<file path="src/rtl/edfs_pkg.sv">
// shared types and constants for the deadline scheduler
`timescale 1ns / 1ps
package edfs_pkg;

    // command codes
    localparam logic [1:0] CMD_TICK   = 2'd0;
    localparam logic [1:0] CMD_LOAD   = 2'd1;
    localparam logic [1:0] CMD_ENABLE = 2'd2;

    // register map, selected by address bit 2
    localparam logic REG_TICK_PERIOD = 1'b0;
    localparam logic REG_SCHED_ON    = 1'b1;

    // deadline that can never be picked, also the seed of a scan
    localparam logic [31:0] ALL_ONES = 32'hFFFF_FFFF;

    // slot index width on the chain, covers the largest slot count
    localparam int PICK_W = 6;

    // running best candidate handed from cell to cell
    typedef struct packed {
        logic              valid;
        logic              found;
        logic [31:0]       best;
        logic [PICK_W-1:0] pick;
    } t_link;

    // slot programming word broadcast to the cells
    typedef struct packed {
        logic        load;
        logic        set_en;
        logic [31:0] period;
        logic [31:0] deadline;
        logic        periodic;
        logic        enable;
    } t_slot_wr;

endpackage

</file>
<file path="src/rtl/edfs_cell.sv">
// one task slot: holds its state and compares against the running best
`timescale 1ns / 1ps
module edfs_cell #(
    parameter int IDX = 0
) (
    input  logic             i_clk,
    input  logic             i_rst_n,
    input  logic [31:0]      i_now,
    input  edfs_pkg::t_slot_wr i_wr,
    input  logic             i_wr_sel,
    input  logic             i_wb,
    input  edfs_pkg::t_link  i_link,
    output edfs_pkg::t_link  o_link
);
    import edfs_pkg::*;

    logic [31:0] r_release;
    logic [31:0] r_period;
    logic [31:0] r_deadline;
    logic        r_enabled;
    logic        r_periodic;
    t_link       r_link;
    t_link       n_link;

    logic [31:0] w_due;
    logic        w_take;

    // released, eligible and earlier than everything to the left
    assign w_due  = r_release + r_deadline;
    assign w_take = r_enabled && r_periodic && (i_now >= r_release) && (w_due < i_link.best);

    // slot state: programming and release advance after a pick
    always_ff @(posedge i_clk) begin
        if (!i_rst_n) begin
            r_release  <= '0;
            r_period   <= '0;
            r_deadline <= '0;
            r_enabled  <= 1'b0;
            r_periodic <= 1'b0;
        end else if (i_wr_sel && i_wr.load) begin
            r_release  <= i_wr.period;
            r_period   <= i_wr.period;
            r_deadline <= i_wr.deadline;
            r_enabled  <= i_wr.enable;
            r_periodic <= i_wr.periodic;
        end else if (i_wr_sel && i_wr.set_en) begin
            r_enabled <= i_wr.enable;
        end else if (i_wb) begin
            r_release <= r_release + r_period;
        end
    end

    // this slot replaces the candidate when it is earlier
    always_comb begin
        n_link = i_link;
        if (i_link.valid && w_take) begin
            n_link.found = 1'b1;
            n_link.best  = w_due;
            n_link.pick  = PICK_W'(IDX);
        end
    end

    // hand the best candidate on to the next cell
    always_ff @(posedge i_clk) begin
        if (!i_rst_n) begin
            r_link <= '0;
        end else begin
            r_link <= n_link;
        end
    end

    assign o_link = r_link;

endmodule

</file>
<file path="src/rtl/edf_periodic_task_scheduler_top.sv">
// a tick with the scheduler on is taken when start is high and busy low; busy then stays
//   high through the time multiply, the scan and the decision
// the result strobe is registered from the decision; a new tick is taken only after the
//   last one is done, its steps being the accepting cycle, the time multiply, the walk
//   of the candidate down the row of slot cells, one cell a cycle, and the decision and
//   write-back
// load and enable words give no result and leave busy low; results cannot be stalled
// synchronous active-low reset clears all slots, counters and registers, but the tick period resets to 100
`timescale 1ns / 1ps
module edf_periodic_task_scheduler_top #(
    parameter int SLOT_COUNT = 8
) (
    input  logic        i_clk,
    input  logic        i_rst_n,
    // command channel
    input  logic        start,
    output logic        busy,
    input  logic [1:0]  i_command,
    input  logic [2:0]  i_slot_index,
    input  logic [31:0] i_period_value,
    input  logic [31:0] i_deadline_value,
    input  logic        i_is_periodic,
    input  logic        i_enable_bit,
    // result channel
    output logic        o_valid,
    output logic [2:0]  o_chosen_slot,
    output logic        o_idle_flag,
    output logic [31:0] o_idle_total,
    output logic [31:0] o_now_us,
    // register port
    input  logic        psel,
    input  logic        penable,
    input  logic        pwrite,
    input  logic [2:0]  paddr,
    input  logic [31:0] pwdata,
    output logic [31:0] prdata,
    output logic        pready
);
    import edfs_pkg::*;

    typedef enum logic [1:0] {
        ST_IDLE,
        ST_MUL,
        ST_SCAN
    } t_state;

    t_state      r_state;
    logic [15:0] r_tick_period;
    logic        r_sched_on;
    logic [31:0] r_tick;
    logic [31:0] r_idle;
    logic [31:0] r_now;
    logic        r_launch;

    logic        w_accept;
    logic        w_done;
    logic [47:0] w_prod;
    logic [31:0] n_idle;
    t_slot_wr    w_wr;
    t_link       w_link [SLOT_COUNT+1];
    logic [SLOT_COUNT-1:0] w_wr_sel;
    logic [SLOT_COUNT-1:0] w_wb;

    // register port
    assign pready = 1'b1;
    assign prdata = (paddr[2] == REG_SCHED_ON) ? {31'b0, r_sched_on} : {16'b0, r_tick_period};

    always_ff @(posedge i_clk) begin
        if (!i_rst_n) begin
            r_tick_period <= 16'd100;
            r_sched_on    <= 1'b0;
        end else if (psel && penable && pwrite && pready) begin
            if (paddr[2] == REG_TICK_PERIOD) begin
                r_tick_period <= pwdata[15:0];
            end else begin
                r_sched_on <= pwdata[0];
            end
        end
    end

    // command word decode
    assign busy     = (r_state != ST_IDLE);
    assign w_accept = start && !busy;

    assign w_wr.load     = w_accept && (i_command == CMD_LOAD);
    assign w_wr.set_en   = w_accept && (i_command == CMD_ENABLE);
    assign w_wr.period   = i_period_value;
    assign w_wr.deadline = i_deadline_value;
    assign w_wr.periodic = i_is_periodic;
    assign w_wr.enable   = i_enable_bit;

    // scan seed and end of scan
    assign w_link[0] = '{valid: r_launch, found: 1'b0, best: ALL_ONES, pick: '0};
    assign w_done    = (r_state == ST_SCAN) && w_link[SLOT_COUNT].valid;
    assign w_prod    = r_tick * r_tick_period;
    assign n_idle    = w_link[SLOT_COUNT].found ? r_idle : r_idle + 32'd1;

    // row of slot cells
    for (genvar k = 0; k < SLOT_COUNT; k++) begin : g_cell
        assign w_wr_sel[k] = (PICK_W'(i_slot_index) == PICK_W'(k));
        assign w_wb[k]     = w_done && w_link[SLOT_COUNT].found
                             && (w_link[SLOT_COUNT].pick == PICK_W'(k));

        edfs_cell #(
            .IDX (k)
        ) u_cell (
            .i_clk    (i_clk),
            .i_rst_n  (i_rst_n),
            .i_now    (r_now),
            .i_wr     (w_wr),
            .i_wr_sel (w_wr_sel[k]),
            .i_wb     (w_wb[k]),
            .i_link   (w_link[k]),
            .o_link   (w_link[k+1])
        );
    end

    // sequencer, counters and result registers
    always_ff @(posedge i_clk) begin
        if (!i_rst_n) begin
            r_state       <= ST_IDLE;
            r_tick        <= '0;
            r_idle        <= '0;
            r_now         <= '0;
            r_launch      <= 1'b0;
            o_valid       <= 1'b0;
            o_idle_flag   <= 1'b0;
            o_idle_total  <= '0;
            o_now_us      <= '0;
            o_chosen_slot <= '0;
        end else begin
            r_launch <= (r_state == ST_MUL);
            o_valid  <= 1'b0;
            case (r_state)
                ST_IDLE: begin
                    if (w_accept && (i_command == CMD_TICK)) begin
                        r_tick <= r_tick + 32'd1;
                        if (r_sched_on) begin
                            r_state <= ST_MUL;
                        end
                    end
                end
                ST_MUL: begin
                    r_now   <= w_prod[31:0];
                    r_state <= ST_SCAN;
                end
                ST_SCAN: begin
                    if (w_done) begin
                        r_idle        <= n_idle;
                        o_valid       <= 1'b1;
                        o_idle_flag   <= !w_link[SLOT_COUNT].found;
                        o_idle_total  <= n_idle;
                        o_now_us      <= r_now;
                        o_chosen_slot <= w_link[SLOT_COUNT].found
                                         ? 3'(w_link[SLOT_COUNT].pick)
                                         : 3'(SLOT_COUNT - 1);
                        r_state       <= ST_IDLE;
                    end
                end
                default: begin
                    r_state <= ST_IDLE;
                end
            endcase
        end
    end

endmodule

</file>
<file path="config.mk">
export PLATFORM = sky130hd
export DESIGN_NAME = edf_periodic_task_scheduler_top
export DESIGN_NICKNAME = d
export VERILOG_FILES = /design/src/rtl/edfs_pkg.sv /design/src/rtl/edfs_cell.sv /design/src/rtl/edf_periodic_task_scheduler_top.sv
export SDC_FILE = /design/constraint.sdc
export NUM_CORES = 2
export LEC_CHECK = 0
export BUFFER_PORTS_ARGS = -buffer_cell sky130_fd_sc_hd__buf_2
export CAP_MARGIN = 20
export CORE_MARGIN = 5
export CORE_UTILIZATION = 59
export DETAILED_ROUTE_END_ITERATION = 7
export GPL_TIMING_DRIVEN = 1
export PLACE_DENSITY = 0.9
export SYNTH_ARGS = -nofsm -noshare
export SYNTH_HDL_FRONTEND = slang
export SYNTH_HIERARCHICAL = 1
export SYNTH_SLANG_ARGS = --single-unit
</file>
<file path="constraint.sdc">
create_clock -name i_clk -period 6.54 [get_ports i_clk]
set_input_delay 1.308 -clock i_clk [delete_from_list [all_inputs] [get_ports i_clk]]
set_output_delay 1.308 -clock i_clk [all_outputs]
set_load 0.02 [all_outputs]
</file>
==> results.sh <==
export IMPL_outcome="finished, violations left"
export IMPL_violations="DRC"
export IMPL_place_gp_congestion=1.04
export IMPL_r2r_slack_ns=0.10
export IMPL_hold_path_cell_count=1
export IMPL_netlist_area_um2=95400
export IMPL_rr_endpoint="r_now[30]$_SDFFE_PN0P_"
export IMPL_clkTransAtPathRegs_ns=0.06
export IMPL_first_iter_violations=10900
export IMPL_routed_wl_um=322000
export IMPL_ctsHoldBuffers=0
export IMPL_hold_viol_final=0
export IMPL_port_buffers=179
export IMPL_grt_ovfl_total=0
export IMPL_worst_setup_path_end_kind="flip-flop"
export IMPL_min_to="g_cell[3].u_cell/o_link[5]$_SDFF_PP0_"
export IMPL_yosysWarningCount=6
export IMPL_die_area_um2=170000
export IMPL_hp_class="flip-flop to flip-flop"
export IMPL_rr_startpoint="r_tick_period[6]$_SDFFE_PN1P_"
export IMPL_first_pass_iters=8
export IMPL_maxCapViolCount=0
export IMPL_critPathRequiredTime_ns=7.27
export IMPL_post_route_period_util_pct=98.4
export IMPL_period_needed_ns=6.44
export IMPL_vdd_ir_drop_worst_uv=298
export IMPL_post_place_ws_ns=0.0961
export IMPL_grt_max_degree=102
export IMPL_htree_num_levels=4
export IMPL_grt_usage_pct=36.5
export IMPL_p_per_area_nw_per_um2=163
export IMPL_antenna_found_initial=36
export IMPL_fillers=13200
export IMPL_fin_ws_ns=0.103
export IMPL_arrival_ns=7.17
export IMPL_io_pin_count=215
export IMPL_reg2regPathDepth=23
export IMPL_rows=147
export IMPL_drc=3
export IMPL_setup_tns_ns=0
export IMPL_cp_start_kind="flip-flop"
export IMPL_place_area_um2=98500
export IMPL_die_x_um=412
export IMPL_start_util_pct=59.3
export IMPL_grt_pass1_vias=86100
export IMPL_root_buffer="clkbuf_16"
export IMPL_cts_buffers=139
export IMPL_via_per_inst=6.29
export IMPL_ant_nets=0
export IMPL_fin_area_um2=104000
export IMPL_dpl_hpwl_um=239000
export IMPL_vias=91400
export IMPL_hp_start="g_cell[2].u_cell/o_link[5]$_SDFF_PP0_"
export IMPL_final_seq_area_um2=24600
export IMPL_clk_path_buf_depth=3
export IMPL_grt_pass1_wl_um=485000
export IMPL_crit_path_max_fanout=9
export IMPL_cts_tree="built"
export IMPL_fmax_ghz=0.155
export IMPL_core_area_um2=161000
export IMPL_max_slew_margin_pct=18.7
export IMPL_multi_input_area_um2=64800
export IMPL_crit_type="flip-flop to flip-flop"
export IMPL_final_max_slew_viol_count=0
export IMPL_cts_sinks=1225
export IMPL_worst_slew_pin_slew_ns=1.21
export IMPL_synthCells=12200
export IMPL_synth_avg_cell_area_um2=7.83
export IMPL_nNetsFinal=13700
export IMPL_drive_gt1_share_pct=7.26
export IMPL_clk_latency_ns=0.82
export IMPL_setup_viol=0
export IMPL_area_delta_synth_final_pct=8.53
export IMPL_die_h_um=412
export IMPL_skew_ns=0.0323
export IMPL_p_leak_nw=45.7
export IMPL_wl_per_cell_um=22.2
export IMPL_rsz0062_at_grt="true"
-- repair_timing --
item                                   4_1_cts  5_1_grt
setup endpoints to repair                    0       10
resized for setup                            0       48
endpoints found under the hold margin        0        0
buffers inserted                             0        1
-- stage by stage --
stage	hold slack [ns]	total power [W]	instances	utilization [%]
finish	0.424	0.0169	14500	64.4
global route	0.433	0.0173	14500	64.4
CTS	0.425	0.0169	14500	64.2
detailed placement	0.411	0.00886	14200	61.3
global placement	0.410	0.00884	14200	61.3
floorplan	0.406	0.00838	12300	-
-- report_power, final --
part | internal, W | switching [W] | total (W) | leakage, nW
logic | 0.000311 | 0.000842 | 0.00115 | 33.5
clock network | 0.00462 | 0.00350 | 0.00813 | 2.29
registers | 0.00754 | 0.0000657 | 0.00761 | 9.91
-- registers in the layout, summed over array words and instances, names as in the netlist, 2 cells and up --
register and flops:
g_cell.u_cell/r_release 256, o_chosen_slot 3, g_cell.u_cell/r_enabled 8, o_now_us 32, r_tick 32, g_cell.u_cell/o_link 288
r_tick_period 16, g_cell.u_cell/r_period 256, g_cell.u_cell/r_deadline 256, g_cell.u_cell/r_periodic 8, r_state 2, r_idle 32
r_now 32
-- worst max-delay path by stage --
stage / cells past startpoint / to / slack [ns] / startpoint
CTS: 19 / r_now[30]$_SDFFE_PN0P_ / 0.03 / r_tick[8]$_SDFFE_PN0P_
floorplan: 23 / r_now[30]$_SDFFE_PN0P_ / 0.08 / r_tick[16]$_SDFFE_PN0P_
global route: 22 / r_now[30]$_SDFFE_PN0P_ / -0.09 / r_tick_period[6]$_SDFFE_PN1P_
detailed placement: 19 / r_now[30]$_SDFFE_PN0P_ / 0.1 / r_tick[8]$_SDFFE_PN0P_
global placement: 22 / r_now[21]$_SDFFE_PN0P_ / 0.20 / r_tick_period[6]$_SDFFE_PN1P_
finish: 23 / r_now[30]$_SDFFE_PN0P_ / 0.10 / r_tick_period[6]$_SDFFE_PN1P_
-- cells in the final DEF, fill, tap and decap left out, drive strengths merged, types with 31 or more instances in the layout --
cell       n
nand2   2137
a21oi   1403
dfxtp   1225
inv     1068
ha      1067
nor2     652
o21ai    590
a21o     391
buf      389
fa       320
xnor2    315
and2     250
nand3    192
clkbuf   185
xor2     174
nand4    167
mux2i    134
and3     118
nor3     118
o211ai   112
a31oi    109
a211oi   103
nor2b     94
o21a      88
conb      87
a21boi    84
nand2b    65
o21bai    63
or3       56
o31ai     40
diode     39
clkinv    39
a221oi    31
-- final cells by class --
type	count	area share, %
multi-input combinational	9394	62.6
sequential	1225	23.7
inverter	1059	3.85
clock buffer	184	3.82
tap	2160	2.61
timing repair buffer	390	2.57
clock inverter	68	0.695
antenna	39	0.0943
-- per-layer routing --
| metal | routed length [µm] | up-vias | GRT usage (%) |
|---|---|---|---|
| met5 | 56 | - | 0 |
| met4 | 30600 | 8 | 28.9 |
| met3 | 42100 | 1526 | 10.3 |
| met2 | 135000 | 5412 | 54.7 |
| met1 | 114000 | 42500 | 43.8 |
| li1 | - | 41900 | - |
-- worst max-delay path, cell delays in order, from the launching register on --
cell and delay, ns:
dfxtp_4 0.36, buf_4 0.16, buf_4 0.17, and2_1 0.18, fa_1 0.55, inv_1 0.06, fa_1 0.56, fa_2 0.46
fa_1 0.49, inv_1 0.06, fa_1 0.53, inv_1 0.06, fa_1 0.54, inv_1 0.05, ha_2 0.21, a211o_1 0.29
a21oi_2 0.16, buf_4 0.16, a311oi_4 0.11, o31ai_2 0.29, buf_4 0.16, a21oi_1 0.07, or4b_1 0.52, a31oi_1 0.17
Power figures use the tool's default switching activity.
